===== config.mk =====
export PLATFORM = sky130hd
export DESIGN_NAME = ssdp_cordic
export DESIGN_NICKNAME = d
export VERILOG_FILES = /design/src/sv/ssdp_pkg.sv /design/src/sv/ssdp_cordic.sv
export SDC_FILE = /design/constraint.sdc
export NUM_CORES = 2
export LEC_CHECK = 0
export BUFFER_PORTS_ARGS = -buffer_cell sky130_fd_sc_hd__buf_2
export CAP_MARGIN = 30
export CORE_MARGIN = 3
export CORE_UTILIZATION = 40
export CTS_BUF_LIST = sky130_fd_sc_hd__clkbuf_8
export CTS_CLUSTER_DIAMETER = 80
export DETAILED_ROUTE_END_ITERATION = 10
export MAX_ROUTING_LAYER = met4
export SYNTH_ARGS = -nofsm -noshare
export SYNTH_HDL_FRONTEND = slang
export SYNTH_SLANG_ARGS = --single-unit

===== constraint.sdc =====
create_clock -name clk -period 5.8 [get_ports clk]
set_clock_uncertainty 0.15 [all_clocks]
set_input_delay 0.58 -clock clk [delete_from_list [all_inputs] [get_ports clk]]
set_output_delay 0.58 -clock clk [all_outputs]
set_load 0.02 [all_outputs]

===== src/sv/ssdp_pkg.sv =====
// ----------------------------------------------------------------------------
// Stick square-to-disc package
// Widths, angle constants and the CORDIC arctangent table.
// ----------------------------------------------------------------------------
package ssdp_pkg;

  localparam int SQ_IN_W    = 30;  // radicand width
  localparam int SQ_OUT_W   = 15;  // root width
  localparam int SQ_REM_W   = 32;  // remainder working width
  localparam int SQ_STAGES  = SQ_OUT_W;
  localparam int SQ_LAT     = SQ_STAGES + 1;

  localparam int CORDIC_STEPS = 14;
  localparam int CORDIC_W     = 25;
  localparam int ANGLE_W      = 16;

  localparam logic signed [ANGLE_W-1:0] ANG_PI      = 16'sd25736;
  localparam logic signed [ANGLE_W-1:0] ANG_HALF_PI = 16'sd12868;
  localparam logic [14:0]               RADIUS_MAX  = 15'd16384;

  localparam logic signed [ANGLE_W-1:0] ATAN_TAB [CORDIC_STEPS] = '{
    16'sd6434, 16'sd3798, 16'sd2007, 16'sd1019, 16'sd511, 16'sd256, 16'sd128,
    16'sd64, 16'sd32, 16'sd16, 16'sd8, 16'sd4, 16'sd2, 16'sd1
  };

endpackage


===== src/sv/ssdp_cordic.sv =====
// ----------------------------------------------------------------------------
// Pipelined CORDIC vectoring
// Angle of a first-quadrant point, one rotation step per register stage.
// ----------------------------------------------------------------------------
module ssdp_cordic (
  input  logic                                clk,
  input  logic                                en,
  input  logic signed [ssdp_pkg::CORDIC_W-1:0] x_in,
  input  logic signed [ssdp_pkg::CORDIC_W-1:0] y_in,
  output logic signed [ssdp_pkg::ANGLE_W-1:0]  z_out
);
  import ssdp_pkg::*;

  logic signed [CORDIC_W-1:0] x [CORDIC_STEPS];
  logic signed [CORDIC_W-1:0] y [CORDIC_STEPS];
  logic signed [ANGLE_W-1:0]  z [CORDIC_STEPS];

  genvar i;
  generate
    for (i = 0; i < CORDIC_STEPS; i++) begin : g_step
      logic signed [CORDIC_W-1:0] xi, yi;
      logic signed [ANGLE_W-1:0]  zi;
      if (i == 0) begin : g_first
        assign xi = x_in;
        assign yi = y_in;
        assign zi = '0;
      end else begin : g_rest
        assign xi = x[i-1];
        assign yi = y[i-1];
        assign zi = z[i-1];
      end
      // A point already on the axis passes through unchanged.
      always_ff @(posedge clk) begin
        if (en) begin
          if (yi > 0) begin
            x[i] <= xi + (yi >>> i);
            y[i] <= yi - (xi >>> i);
            z[i] <= zi + ATAN_TAB[i];
          end else if (yi < 0) begin
            x[i] <= xi - (yi >>> i);
            y[i] <= yi + (xi >>> i);
            z[i] <= zi - ATAN_TAB[i];
          end else begin
            x[i] <= xi;
            y[i] <= yi;
            z[i] <= zi;
          end
        end
      end
    end
  endgenerate

  assign z_out = z[CORDIC_STEPS-1];

endmodule


==> flow_metrics.env <==
export IMPL_flow_area_growth_from_synthesis_pct=8.30
export IMPL_yosysSeqAreaShare_pct=31.9
export IMPL_worst_setup_path_startpoint="x[0][3]"
export IMPL_fp_dieH_um=446
export IMPL_number_of_levels_in_the_clock_h_tree=4
export IMPL_worstPathRequired_ns=6.28
export IMPL_total_nets_after_synthesis=9817
export IMPL_yosysMostFrequentCell="nor2_1"
export IMPL_port_buffer_count=67
export IMPL_avgSynthCellArea_um2=8.72
export IMPL_num_rows=160
export IMPL_cts_buf_count=155
export IMPL_clock_sinks=823
export IMPL_hold_viol_final=0
export IMPL_synth_area_top_cells="edfxtp_1 32%, ha_1 14%, xnor2_1 5.4%"
export IMPL_cts_root_buffer="clkbuf_8"
export IMPL_clk_latency_worst_skew_pair_ns=0.91
export IMPL_syn_cell_area_mm2=0.0774
export IMPL_setup_tns_final_ns=0
export IMPL_synth_edff_count=823
export IMPL_routed_wl_um=228000
export IMPL_critical_path_reg2reg_startpoint="x[0][3]"
export IMPL_nets=9864
export IMPL_die_area_mm2=0.199
export IMPL_final_cells=11600
export IMPL_criticalPathCategory="reg -> reg"
export IMPL_synthFlopType="edfxtp_1"
export IMPL_min_path_type="in -> reg"
export IMPL_global_route_overflow_total=0
export IMPL_drv_cap=0
export IMPL_setup_buffers_after_cts=0
export IMPL_timing_fmax_ghz=0.189
export IMPL_finalCritPeriodShare_pct=91.2
export IMPL_ys_top_cells_by_count="946 x nor2_1, 855 x ha_1, 823 x edfxtp_1, 800 x nand2_1, 762 x a21oi_1"
export IMPL_critPathArrivalTime_ns=5.77
export IMPL_synth_cells=8870
export IMPL_flop_and_latch_count_out_of_synthesis=823
export IMPL_detailroute_via_count=66200
export IMPL_async_reset_ff_share_pct=0
export IMPL_timing_hold_worst_start="x_in[8]"
export IMPL_preCtsSetupSlack_ns=0.444
export IMPL_yosys_area_top_type_share_pct=31.9
export IMPL_fp_coreArea_mm2=0.191
export IMPL_place_hpwl_um=178000
export IMPL_end_kind="register"
export IMPL_placed_cells_incl_taps=11300
export IMPL_grt_antenna_before_repair=3
export IMPL_setup_violations_final=0
export IMPL_via_per_inst=5.73
export IMPL_grt_first_pass_wirelength_um=358000
export IMPL_outcome="finished clean"
export IMPL_ctsResizeCount=0
export IMPL_initial_core_util_pct=40.5
export IMPL_worst_slew_margin_rel_pct=31.6
export IMPL_maximum_number_of_pins_on_one_net_before_global_route_repair=102
export IMPL_clock_path_buffers=3
export IMPL_antenna_left=0
export IMPL_worst_slew_pin_slew_ns=1.02
export IMPL_detailedRoute_firstPassIterationCount=5
export IMPL_synthDominantAreaCellType="edfxtp_1"
export IMPL_first_global_vias=64600
export IMPL_gp_congestion=0.941
export IMPL_final_layout_size_suffix_gt1_share_pct=5.61
export IMPL_drc=0
export IMPL_wire_per_inst_um=19.8
export IMPL_critPathLaunchType="register"
export IMPL_post_route_min_period_ns=5.29
export IMPL_critical_path_max_fanout=6
export IMPL_synth_cell_types=96
export IMPL_finalWorstSetupSlack_ns=0.510
export IMPL_final_max_slew_viol_count=0
export IMPL_die_width_um=446
export IMPL_tritoncts="done"
export IMPL_iter_0_drt_violations=4743
export IMPL_top_level_ports=68
export IMPL_grt_setup_unrepaired="false"
export IMPL_postLayoutCoreUtil_pct=43.8
export IMPL_grt_total_usage_pct=23.1
export IMPL_yosys_warnings=0
export IMPL_clk_pin_slew_worst_paths_ns=0.06
==> critical path: stages (launching register included) <==
cell and delay (ns):
edfxtp_1 0.47, nor2_1 0.16, nor4b_1 0.42, nand2_1 0.16, or4_1 0.45, or4_1 0.51, nand2_1 0.13, xnor2_1 0.12
ha_1 0.31, a21o_1 0.24, or3_1 0.31, a211o_1 0.25, a41o_1 0.25, a2111oi_0 0.43, buf_4 0.19, o31a_1 0.17
o21ai_1 0.11, xnor2_1 0.15, nor2_1 0.05
==> logic make-up (layout without fill, tap and decap cells) <==
logic type	Yosys count	in the layout	synth area share [%]
and+or+nand+nor	2811	2811	16.9
other	0	5	0
DFF	823	823	31.9
AOI/OAI and AO/OA	2673	2673	21.8
xor gates and xnor gates	893	893	10.1
adders and majority gates	895	895	14.9
muxes	66	66	0.898
buffers and inverters	709	879	3.53
==> final timing paths <==
| check | to | slack (ns) | cells past startpoint |
|---|---|---|---|
| min | x[0][8] | 0.09 | 3 |
| min reg2reg | z[0][116] | 0.25 | 0 |
| max | y[0][48] | 0.51 | 18 |
| max reg2reg | y[0][48] | 0.51 | 18 |
==> flip-flops by register name, summed over array words and instances (netlist names) <==
signal / count
x: 288
z: 210
y: 325
==> timing repair <==
action,in CTS,in global routing
hold buffers,10,0
setup endpoints to repair,0,0
endpoints found under the hold margin,12,0
==> cells in the final DEF, fill, tap and decap left out, drive strengths merged, types with 36 or more instances in the layout <==
cell    count
inv       455
fa         40
o22ai      38
o21a      104
or3        86
nand3     125
nand4      45
a21oi     762
xor2      412
nor4       83
o21bai     85
and2       48
nor3      237
or2        37
o211ai     43
nand2b    120
o31ai     146
ha        855
a21o      243
clkbuf    160
a31oi      71
a221oi     36
clkinv     73
and3       58
buf       164
nor2b      99
mux2i      39
o41ai      50
or4        47
nand2     800
a211oi     89
edfxtp    823
xnor2     481
nor2      946
o21ai     702
==> metrics by stage <==
step	cell area, um^2	hold slack, ns
finish	83800	0.0930
global route	83800	0.0299
CTS	83800	0.00460
detailed placement	80600	0.255
global placement	80600	0.253
floorplan	77400	0.250
==> cell type report <==
class                           instances  area, um^2
Tap cell                             2511        3140
Antenna cell                            5        12.5
Sequential cell                       823       24700
Clock buffer                          160        2200
Multi-Input combinational cell       7338       50000
Clock inverter                        120         830
Fill cell                           18800      107000
Inverter                              425        1600
Timing Repair Buffer                  174        1270
==> routing by layer <==
| metal | track usage (%) | routed length [um] |
|---|---|---|
| met1 | 27.7 | 98100 |
| met2 | 39.9 | 113000 |
| met3 | 2.39 | 9030 |
| met4 | 8.44 | 8040 |
| met5 | - | 0 |
Power is left out: the tool's default activity adds up to more than one toggle a clock period on the data nets, which glitch-free logic cannot reach.
