===== src/sv/ssdp_pkg.sv =====
// ----------------------------------------------------------------------------
// Stick square-to-disc package
// Widths, angle constants and the CORDIC arctangent table.
// ----------------------------------------------------------------------------
package ssdp_pkg;

  localparam int SQ_IN_W    = 30;  // radicand width
  localparam int SQ_OUT_W   = 15;  // root width
  localparam int SQ_REM_W   = 32;  // remainder working width
  localparam int SQ_STAGES  = SQ_OUT_W;
  localparam int SQ_LAT     = SQ_STAGES + 1;

  localparam int CORDIC_STEPS = 14;
  localparam int CORDIC_W     = 25;
  localparam int ANGLE_W      = 16;

  localparam logic signed [ANGLE_W-1:0] ANG_PI      = 16'sd25736;
  localparam logic signed [ANGLE_W-1:0] ANG_HALF_PI = 16'sd12868;
  localparam logic [14:0]               RADIUS_MAX  = 15'd16384;

  localparam logic signed [ANGLE_W-1:0] ATAN_TAB [CORDIC_STEPS] = '{
    16'sd6434, 16'sd3798, 16'sd2007, 16'sd1019, 16'sd511, 16'sd256, 16'sd128,
    16'sd64, 16'sd32, 16'sd16, 16'sd8, 16'sd4, 16'sd2, 16'sd1
  };

endpackage


===== src/sv/ssdp_sqrt.sv =====
// ----------------------------------------------------------------------------
// Pipelined square root
// One result bit per stage, then a round-to-nearest stage.
// ----------------------------------------------------------------------------
module ssdp_sqrt (
  input  logic                          clk,
  input  logic                          en,
  input  logic [ssdp_pkg::SQ_IN_W-1:0]  radicand,
  output logic [ssdp_pkg::SQ_OUT_W-1:0] root
);
  import ssdp_pkg::*;

  logic [SQ_REM_W-1:0] rem [SQ_STAGES];
  logic [SQ_OUT_W-1:0] q   [SQ_STAGES];

  genvar j;
  generate
    for (j = 0; j < SQ_STAGES; j++) begin : g_stage
      localparam int K = SQ_STAGES - 1 - j;
      logic [SQ_REM_W-1:0] rem_in;
      logic [SQ_OUT_W-1:0] q_in;
      logic [SQ_REM_W-1:0] trial;
      if (j == 0) begin : g_first
        assign rem_in = SQ_REM_W'(radicand);
        assign q_in   = '0;
      end else begin : g_rest
        assign rem_in = rem[j-1];
        assign q_in   = q[j-1];
      end
      // Growth of the square when bit K is set: 2*q*2^K + 4^K.
      assign trial = (SQ_REM_W'(q_in) << (K + 1)) + (SQ_REM_W'(1) << (2 * K));
      always_ff @(posedge clk) begin
        if (en) begin
          if (rem_in >= trial) begin
            rem[j] <= rem_in - trial;
            q[j]   <= q_in | (SQ_OUT_W'(1) << K);
          end else begin
            rem[j] <= rem_in;
            q[j]   <= q_in;
          end
        end
      end
    end
  endgenerate

  always_ff @(posedge clk) begin
    if (en) begin
      if (rem[SQ_STAGES-1] > SQ_REM_W'(q[SQ_STAGES-1])) begin
        root <= q[SQ_STAGES-1] + SQ_OUT_W'(1);
      end else begin
        root <= q[SQ_STAGES-1];
      end
    end
  end

endmodule


===== config.mk =====
export PLATFORM = sky130hd
export DESIGN_NAME = ssdp_sqrt
export DESIGN_NICKNAME = d
export VERILOG_FILES = /design/src/sv/ssdp_pkg.sv /design/src/sv/ssdp_sqrt.sv
export SDC_FILE = /design/constraint.sdc
export NUM_CORES = 1
export LEC_CHECK = 0
export BUFFER_PORTS_ARGS = -buffer_cell sky130_fd_sc_hd__clkbuf_2
export CELL_PAD_IN_SITES_DETAIL_PLACEMENT = 0
export CELL_PAD_IN_SITES_GLOBAL_PLACEMENT = 2
export CORE_ASPECT_RATIO = 0.6
export CORE_MARGIN = 4
export CORE_UTILIZATION = 50
export CTS_BUF_LIST = sky130_fd_sc_hd__clkbuf_8
export CTS_CLUSTER_DIAMETER = 50
export DETAILED_ROUTE_END_ITERATION = 8
export GPL_TIMING_DRIVEN = 0
export PLACE_DENSITY_LB_ADDON = 0.1
export SYNTH_ARGS = -nofsm -noshare
export SYNTH_HDL_FRONTEND = slang
export SYNTH_SLANG_ARGS = --single-unit

===== constraint.sdc =====
create_clock -name clk -period 8.7 [get_ports clk]
set_input_delay 0.87 -clock clk [delete_from_list [all_inputs] [get_ports clk]]
set_output_delay 0.87 -clock clk [all_outputs]
set_load 0.05 [all_outputs]

==> summary.txt, run 1 <==
antenna-violating nets left - 0
initial core utilization - 50.71%
setup TNS - 0 ns
actual slew at the worst max-slew pin - 1.377 ns
M2 GR Usage - 27.39%
Setup Skew - 0.03290 ns
# hold bufs at CTS - 0
max_slew headroom - 8.205%
ys flop type - edfxtp_1
later-pin clock latency in the skew report - 0.71 ns
IO Port Bufs - 46
worst path arrival time - 4.52 ns
max_cap viols - 0
Clock Pin Slew Worst Setup and Hold Paths - 0.06 ns
grt total ovfl - 0
Slew Viols, Final - 0
# IOs - 47
Fmax achieved - 245.6 MHz
peak supply drop - 0.1342 mV
Worst Path Max Fanout - 10
largest net degree at the start of global routing - 44
Initial DRT Pass Iterations - 5
syn_area_per_cell - 12.49 sq um
Internal - 0.005345 W
layer with the highest usage - met1
Reg area - 0.01844 sq mm
Period minus WS final - 4.072 ns
worst-case hold slack - 0.3281 ns
Yosys cell types - 77
die area - 0.06446 sq mm
n_diodes - 0
multi-input logic area - 0.01079 sq mm
Clk network pwr share - 31.8%
post-CTS setup buffer count - 0
Syn Nets - 2598
die width - 325.1 microns
Post-synth EDFFs - 614
final setup fails - 0
DR WL/cell - 21.90 microns
Seq/Total Area, Yosys - 61.12%
DRT iter0 DRCs - 1949
crit share post-route - 46.81%
Net Sw Frac - 28.16%
crit path kind - reg -> reg
share of layout cells above drive strength 1 - 9.344%
vias in the first global route - 18560
total of fill cells in the finished design - 4927
Yosys Warn Count - 0
Worst Setup Start Kind - flop
CTS tree - built
H-tree depth - 3
HP Class - in -> reg
Switch Pwr - 0.002095 W
Setup WS post-layout - 4.628 ns
GP Congestion - 0.8644
Worst setup EP type - flop
Mapped Area - 0.03017 sq mm
first-pass GRT wire length - 113600 microns
DRC - 0
gr usage total - 23.13%
endpoints failing hold - 0
FP Rows - 69
status - finished, final reports clean
Final #Nets - 2745
dpl hpwl - 54940 microns
post_cts resized - 0
worst path required time - 9.15 ns
total wire length - 74540 microns
Area growth syn-to-layout - 10.40%
Syn Inst Count - 2415
Die Y - 198.3 microns
Reg power frac - 52.7%
initial antenna violation count - 5
Leakage - 12.55 nW
Post-synth ARST share - 0%
Layout Utilization - 55.99%
worst slack, placed - 4.004 ns
Power Total - 0.007440 W
Pwr Density - 223.4 mW/mm^2
Seq cells post-synth - 614
core area - 0.05948 sq mm
Comb pwr share - 15.4%
clock tree buffer depth - 3
RSZ-0062 raised after global routing - no
M1 GR Usage - 39.81%
CTS Buf Count - 92
vias per cell - 5.837
grt met3 use - 7.215%
Sink Count - 614
clock root buffer master - clkbuf_8
via count - 19860
[state kept, by name (all words and copies together) (netlist names)]
name	count
q	120
rem	479
root	15
[path summary, 6_finish.rpt]
kind	from	end	slack (ns)	cells after the start
worst max-delay path	q[1][74]	rem[1][175]	4.63	9
worst min-delay path	radicand[20]	rem[0][20]	0.33	1
worst max register to register	q[1][74]	rem[1][175]	4.63	9
worst min register to register	rem[0][51]	rem[0][83]	0.45	0
[cells by family after synthesis]
kind of cell / Yosys count / synth area share (%)
AND/OR/NAND/NOR: 730 / 13.14
XOR/XNOR: 228 / 6.620
AO/OA/AOI/OAI: 419 / 8.768
buffers and inverters: 246 / 3.107
multiplexers: 27 / 0.9872
flip-flops: 614 / 61.12
adder cells (fa/ha/maj): 151 / 6.263
[synth_stat cells (8+ instances only)]
cell	n	area share (%)
xnor2_1	123	3.6
and3_1	12	0.25
o21a_1	35	0.87
inv_1	184	2.3
nor4b_1	30	0.87
ha_1	151	6.3
nand3b_1	11	0.27
clkbuf_1	55	0.68
xor2_1	105	3.0
a21o_1	30	0.75
a211oi_1	21	0.52
nor2_1	135	1.7
nand2b_1	25	0.52
nand3_1	53	0.88
o2111ai_1	8	0.23
mux2_2	22	0.82
nand2_1	149	1.9
or4_1	14	0.35
nand4_1	33	0.68
nor3_1	74	1.2
nor4_1	70	1.5
edfxtp_1	614	61
nor2b_1	30	0.62
o31ai_1	20	0.50
nand4b_1	12	0.35
o211ai_1	14	0.35
and2_1	10	0.21
or3_1	17	0.35
o21ai_0	111	1.8
or2_2	17	0.35
a21oi_1	117	1.9
nor3b_1	10	0.25
[layout by cell type (no fill, tap or decap), types with 11 or more instances in the layout]
cell type,netlist,final
clkbuf_2,1,62
o21ai_0,111,111
nand4_1,33,33
ha_1,151,151
a211oi_1,21,21
or3_1,17,17
clkinv_1,0,20
nor2_1,135,135
clkbuf_1,55,40
a21o_1,30,30
o21a_1,35,35
mux2_2,22,22
nand2b_1,25,25
clkbuf_8,0,92
nor4_1,70,70
edfxtp_1,614,614
nand3b_1,11,11
xor2_1,105,105
nor3_1,74,74
nand3_1,53,53
nand2_1,149,149
or4_1,14,14
o31ai_1,20,20
a21oi_1,117,117
or2_2,17,17
o211ai_1,14,14
nor2b_1,30,30
xnor2_1,123,123
inv_1,184,202
and3_1,12,12
nand4b_1,12,12
nor4b_1,30,30
[per-layer routing]
metal	vias to the layer above	routed length [microns]	part of all wire, %
met4	4	1034	1.4
met3	95	7515	10
met5	-	18	0.024
met2	735	25640	34
li1	9341	-	-
met1	9689	40330	54
[power by group through the flow]
stage | clock (W) | combinational, W | sequential [W]
after floorplan | 0 | 0.000824 | 0.00386
after global placement | 0 | 0.00110 | 0.00397
after detailed placement | 0 | 0.00112 | 0.00397
after CTS | 0.00243 | 0.00114 | 0.00392
after global routing | 0.00257 | 0.00128 | 0.00395
final | 0.00237 | 0.00115 | 0.00392
[stage by stage]
stage                     cell area, sq um  cells
after global routing                 33300   3403
final                                33300   3403
after global placement               31370   3242
after CTS                            33300   3403
after detailed placement             31530   3249
after floorplan                      30170   2415
[worst max-delay path, stage by stage, from the launching register on]
cell	delay, ns
edfxtp_1	0.46
inv_1	0.07
ha_1	0.43
nor2b_1	0.52
nand3_1	0.29
nor4_1	0.50
a211oi_1	0.15
o211ai_1	0.35
clkbuf_1	0.59
mux2_2	0.46
[area by class of cell]
cell class	instances	area share [%]
Sequential cell	614	55.36
Multi-Input combinational cell	1555	32.40
Clock buffer	92	3.802
Tap cell	781	2.934
Inverter	186	2.096
Clock inverter	62	1.514
Timing Repair Buffer	53	1.112
Buffer	60	0.7739
Power figures use the tool's default switching activity.
==> inputs of run 2 (changes only) <==
--- a/config.mk
+++ b/config.mk
@@ -10,7 +10,7 @@
 export CELL_PAD_IN_SITES_GLOBAL_PLACEMENT = 2
 export CORE_ASPECT_RATIO = 0.6
 export CORE_MARGIN = 4
-export CORE_UTILIZATION = 50
+export CORE_UTILIZATION = 42
 export CTS_BUF_LIST = sky130_fd_sc_hd__clkbuf_8
 export CTS_CLUSTER_DIAMETER = 50
 export DETAILED_ROUTE_END_ITERATION = 8
==> constraint.sdc (replaced) <==
create_clock -name clk -period 3.5 [get_ports clk]
set_input_delay 0.35 -clock clk [delete_from_list [all_inputs] [get_ports clk]]
set_output_delay 0.35 -clock clk [all_outputs]
set_load 0.05 [all_outputs]
==> summary.txt, run 2 (synthesis results as in run 1) <==
Die Y - 215.6 microns
DR WL/cell - 22.92 microns
CTS tree - built
Final #Nets - 2789
GP Congestion - 0.8759
DRT iter0 DRCs - 2161
Sink Count - 614
DRC - 0
total wire length - 83460 microns
Area growth syn-to-layout - 13.00%
vias per cell - 5.574
worst-path cell chain - inv_1, ha_1, nand4_1, nand4b_1, o2111a_1, or4b_2, clkbuf_1, nor3b_4, nand3_1, xnor2_1
Period minus WS final - 3.396 ns
CP top delay family - simple AND/OR/NAND/NOR gates
share of layout cells above drive strength 1 - 11.02%
Slew Viols, Final - 0
Switch Pwr - 0.005496 W
Reg power frac - 53.1%
Initial DRT Pass Iterations - 6
Worst Path Max Fanout - 6
later-pin clock latency in the skew report - 0.74 ns
crit-path max cell delay - 0.49 ns
Layout Utilization - 48.37%
endpoints failing hold - 0
commonest cells after routing, fill and taps aside - edfxtp_1 (614), inv_1 (220), ha_1 (150)
gr usage total - 21.63%
H-tree depth - 3
worst path arrival time - 3.88 ns
CP max stage cell - edfxtp_1
core area - 0.07047 sq mm
Clk network pwr share - 30.6%
Fmax achieved - 294.5 MHz
Leakage - 12.86 nW
RSZ-0062 raised after global routing - no
total of fill cells in the finished design - 6305
grt total ovfl - 0
Clock Pin Slew Worst Setup and Hold Paths - 0.06 ns
Setup Skew - 0.03637 ns
Largest regs - rem: 479 flops, q: 120 flops, root: 15 flops
clock tree buffer depth - 3
Internal - 0.01295 W
initial core utilization - 42.81%
Net Sw Frac - 29.79%
peak supply drop - 0.2758 mV
Placed Instances - 3433
most flop-heavy register - rem
# IOs - 47
Worst setup EP type - flop
clock root buffer master - clkbuf_8
status - finished, final reports clean
die area - 0.07632 sq mm
initial antenna violation count - 5
most common cell after layout, fill and taps aside - edfxtp_1
antenna-violating nets left - 0
final setup fails - 0
Power Total - 0.01845 W
vias in the first global route - 18880
die width - 354.0 microns
crit share post-route - 97.03%
actual slew at the worst max-slew pin - 0.9305 ns
max reg flops - 479
via count - 20300
first-pass GRT wire length - 123800 microns
Comb pwr share - 16.3%
max_cap viols - 0
CP Buf/Inv Count - 2
Pwr Density - 541.2 mW/mm^2
max_slew headroom - 37.40%
FP Rows - 75
worst-case hold slack - 0.09401 ns
HP Class - in -> reg
largest net degree at the start of global routing - 41
Worst Setup Start Kind - flop
worst path required time - 3.98 ns
IO Port Bufs - 46
crit path kind - reg -> reg
dpl hpwl - 61970 microns
CTS Buf Count - 95
non-filler cells in the finished layout - 3641
## run 2: routing by layer
| metal | GRT usage [%] | vias up | part of all wire [%] |
|---|---|---|---|
| met5 | 0 | - | 0 |
| met4 | 4.497 | 0 | 1.7 |
| met3 | 5.772 | 100 | 8.6 |
| met2 | 23.65 | 701 | 33 |
| met1 | 39.16 | 10070 | 57 |
| li1 | - | 9430 | - |
## run 2: final timing paths
kind	start	slack [ns]	endpoint	depth (start not counted)
min reg2reg	rem[0][203]	0.43	rem[0][235]	0
max reg2reg	q[0][88]	0.10	rem[0][219]	10
min	radicand[28]	0.09	rem[0][28]	3
max	q[0][88]	0.10	rem[0][219]	10
## run 2: layout make-up
class                           instances  area [sq um]  area share (%)
Antenna cell                            1         2.502        0.007341
Buffer                                 60         280.3          0.8222
Clock buffer                           95          1308           3.836
Clock inverter                         74         411.6           1.208
Inverter                              186         698.2           2.048
Multi-Input combinational cell       1555         10950           32.11
Sequential cell                       614         18440           54.09
Tap cell                              962          1204           3.531
Timing Repair Buffer                   94         799.5           2.345
## run 2: power groups by stage
stage	Combinational (W)	Sequential (W)	Clock (W)
floorplan	0.00205	0.00959	0
global placement	0.00285	0.00992	0
detailed placement	0.00288	0.00989	0
CTS	0.00296	0.00976	0.00583
global route	0.00334	0.00985	0.00618
finish	0.00301	0.00979	0.00565
## run 2: worst reg2reg max path: cells and delay by family (launching register included)
kind / cells / cell delay, ns
AO/OA/AOI/OAI: 1 / 0.32
XOR/XNOR: 1 / 0.38
adder cells (fa/ha/maj): 1 / 0.39
buffers and inverters: 2 / 0.34
flip-flops: 1 / 0.49
AND/OR/NAND/NOR: 5 / 1.24
## run 2: repair_timing
item	CTS	global route
gates cloned	0	0
buffers inserted	4	5
resized for setup	23	34
hold endpoints to repair	29	0
pin swaps	2	4
hold buffers	29	0
endpoints found under the setup margin	93	114
## run 2: metrics by stage
stage	setup slack [ns]	area, sq um	setup TNS, ns
final	0.1041	34090	0
after detailed placement	-0.7643	31830	-54.29
after floorplan	0.3126	30170	0
after global routing	0.002328	34090	0
after global placement	-0.7252	31600	-280.83
after CTS	0.03342	33950	0
==> inputs of run 3 (changes only) <==
--- a/config.mk
+++ b/config.mk
@@ -16,6 +16,7 @@
 export DETAILED_ROUTE_END_ITERATION = 8
 export GPL_TIMING_DRIVEN = 0
 export PLACE_DENSITY_LB_ADDON = 0.1
+export SETUP_SLACK_MARGIN = 0.2
 export SYNTH_ARGS = -nofsm -noshare
 export SYNTH_HDL_FRONTEND = slang
 export SYNTH_SLANG_ARGS = --single-unit
==> summary.txt, run 3 (synthesis results as in run 1) <==
placed cell area - 0.03183 sq mm
Worst Setup Start Kind - flop
Die Y - 215.6 microns
Largest regs - rem: 479 flops, q: 120 flops, root: 15 flops
clock root buffer master - clkbuf_8
cell mode on critical path - nor4_4
hold_sp - radicand[28]
grt total ovfl - 0
Period minus WS final - 3.309 ns
CP Buf/Inv Count - 3
most flop-heavy register - rem
status - finished, final reports clean
total of fill cells in the finished design - 6274
Layout Utilization - 48.81%
Reg2Reg Depth - 9
FP Rows - 75
met3 wire length - 8013 microns
IO Port Bufs - 46
actual slew at the worst max-slew pin - 0.9325 ns
Power Total - 0.01849 W
worst path required time - 3.96 ns
Setup Skew - 0.03396 ns
endpoints failing hold - 0
peak supply drop - 0.2783 mV
Pwr Density - 537.6 mW/mm^2
Worst setup EP type - flop
HP Class - in -> reg
crit path kind - reg -> reg
Sink Count - 614
worst path arrival time - 3.77 ns
initial antenna violation count - 6
Slew Viols, Final - 0
Max Used Layer - met4
worst reg2reg endpoint - rem[1][76]
DRT iter0 DRCs - 2144
initial core utilization - 42.81%
later-pin clock latency in the skew report - 0.74 ns
Clock Pin Slew Worst Setup and Hold Paths - 0.06 ns
clock tree buffer depth - 3
final setup fails - 0
setup TNS - 0 ns
GP Congestion - 0.8759
total wire length - 83930 microns
H-tree depth - 3
most common cell after layout, fill and taps aside - edfxtp_1
CTS Buf Count - 95
worst-path cell chain - or4_4, nor4_4, or4b_4, or3_4, nor4_4, buf_6, inv_8, buf_12, a31o_4
vias per cell - 5.579
core area - 0.07047 sq mm
commonest cells after routing, fill and taps aside - edfxtp_1 (614), inv_1 (220), ha_1 (150)
register-to-register setup slack - 0.19 ns
Area growth syn-to-layout - 14.04%
dpl hpwl - 61970 microns
max reg flops - 479
Final #Nets - 2799
Initial DRT Pass Iterations - 5
DR WL/cell - 22.98 microns
RSZ-0062 raised after global routing - yes
DRC - 0
multi-input logic area - 0.01111 sq mm
CP top delay family - simple AND/OR/NAND/NOR gates
worst hold stages - 3
vias in the first global route - 18910
CTS tree - built
gr usage total - 21.65%
share of layout cells above drive strength 1 - 12.72%
WHS Endpoint - rem[0][28]
max_slew headroom - 37.26%
die width - 354.0 microns
max_cap viols - 0
largest net degree at the start of global routing - 41
Critical R2R Launch - rem[1][52]
Worst Path Max Fanout - 5
# IOs - 47
via count - 20370
CP max stage cell - or4_4
wl on met1 - 46860 microns
Leakage - 12.99 nW
Met2 Routed Length - 27560 microns
antenna-violating nets left - 0
Reg area - 0.01844 sq mm
cell area after layout - 0.03440 sq mm
Fmax achieved - 302.2 MHz
crit share post-route - 94.54%
first-pass GRT wire length - 123900 microns
crit-path max cell delay - 0.60 ns
die area - 0.07632 sq mm
## run 3: cell types whose count changed in the layout (fill, tap and decap cells not counted), moves of 4 or more
| cell | delta |
|---|---|
| o21ai_0 | -4 |
| buf_4 | +8 |
| clkbuf_2 | +10 |
| clkbuf_1 | -10 |
| nor2_1 | -4 |
## run 3: worst max path at each step
stage | startpoint | end | slack (ns) | cells after the start
after detailed placement | en | rem[0][183] | -0.76 | 7
after CTS | q[1][29] | rem[1][73] | 0.20 | 11
final | rem[1][52] | rem[1][76] | 0.19 | 9
after global placement | en | rem[0][183] | -0.73 | 7
after global routing | q[1][29] | rem[1][76] | 0.10 | 11
after floorplan | rem[1][51] | rem[1][93] | 0.31 | 9
## run 3: final cells by class
class                           instances  share of cell area, %
Clock buffer                           95                  3.801
Inverter                              186                  2.051
Multi-Input combinational cell       1555                  32.30
Tap cell                              962                  3.499
Antenna cell                            2                0.01455
Timing Repair Buffer                  104                  2.593
Sequential cell                       614                  53.60
Clock inverter                         74                  1.197
Buffer                                 60                 0.9456
## run 3: timing repair
item	in CTS	in global routing
hold buffers	29	0
endpoints found under the setup margin	159	157
buffers inserted	8	10
pin swaps	5	9
gates resized for setup	49	70
endpoints found under the hold margin	29	0
cloned	0	1
## run 3: worst min-delay path, stage by stage
cell and delay [ns]:
clkbuf_2 0.08, inv_1 0.08, xnor2_1 0.18
## run 3: stage by stage
step	hold WS [ns]	cells	setup WS, ns
after floorplan	0.4166	2415	0.3126
after global placement	0.4339	3423	-0.7252
after detailed placement	0.4362	3433	-0.7643
after CTS	0.003405	3639	0.1977
after global routing	0.05682	3651	0.1013
final	0.09848	3652	0.1912
## run 3: routing by layer
layer / up-vias / global-route usage, %
li1: 9455 / -
met1: 10080 / 39.09
met2: 734 / 23.69
met3: 107 / 5.907
met4: 0 / 4.497
met5: - / 0
## run 3: where the power goes
group / leakage [nW] / internal, W / total [W] / switching, W
clock network: 1.00 / 0.00266 / 0.00565 / 0.00299
logic: 6.11 / 0.00123 / 0.00305 / 0.00182
registers: 5.89 / 0.00909 / 0.00980 / 0.000711
total: 13.0 / 0.0130 / 0.0185 / 0.00552
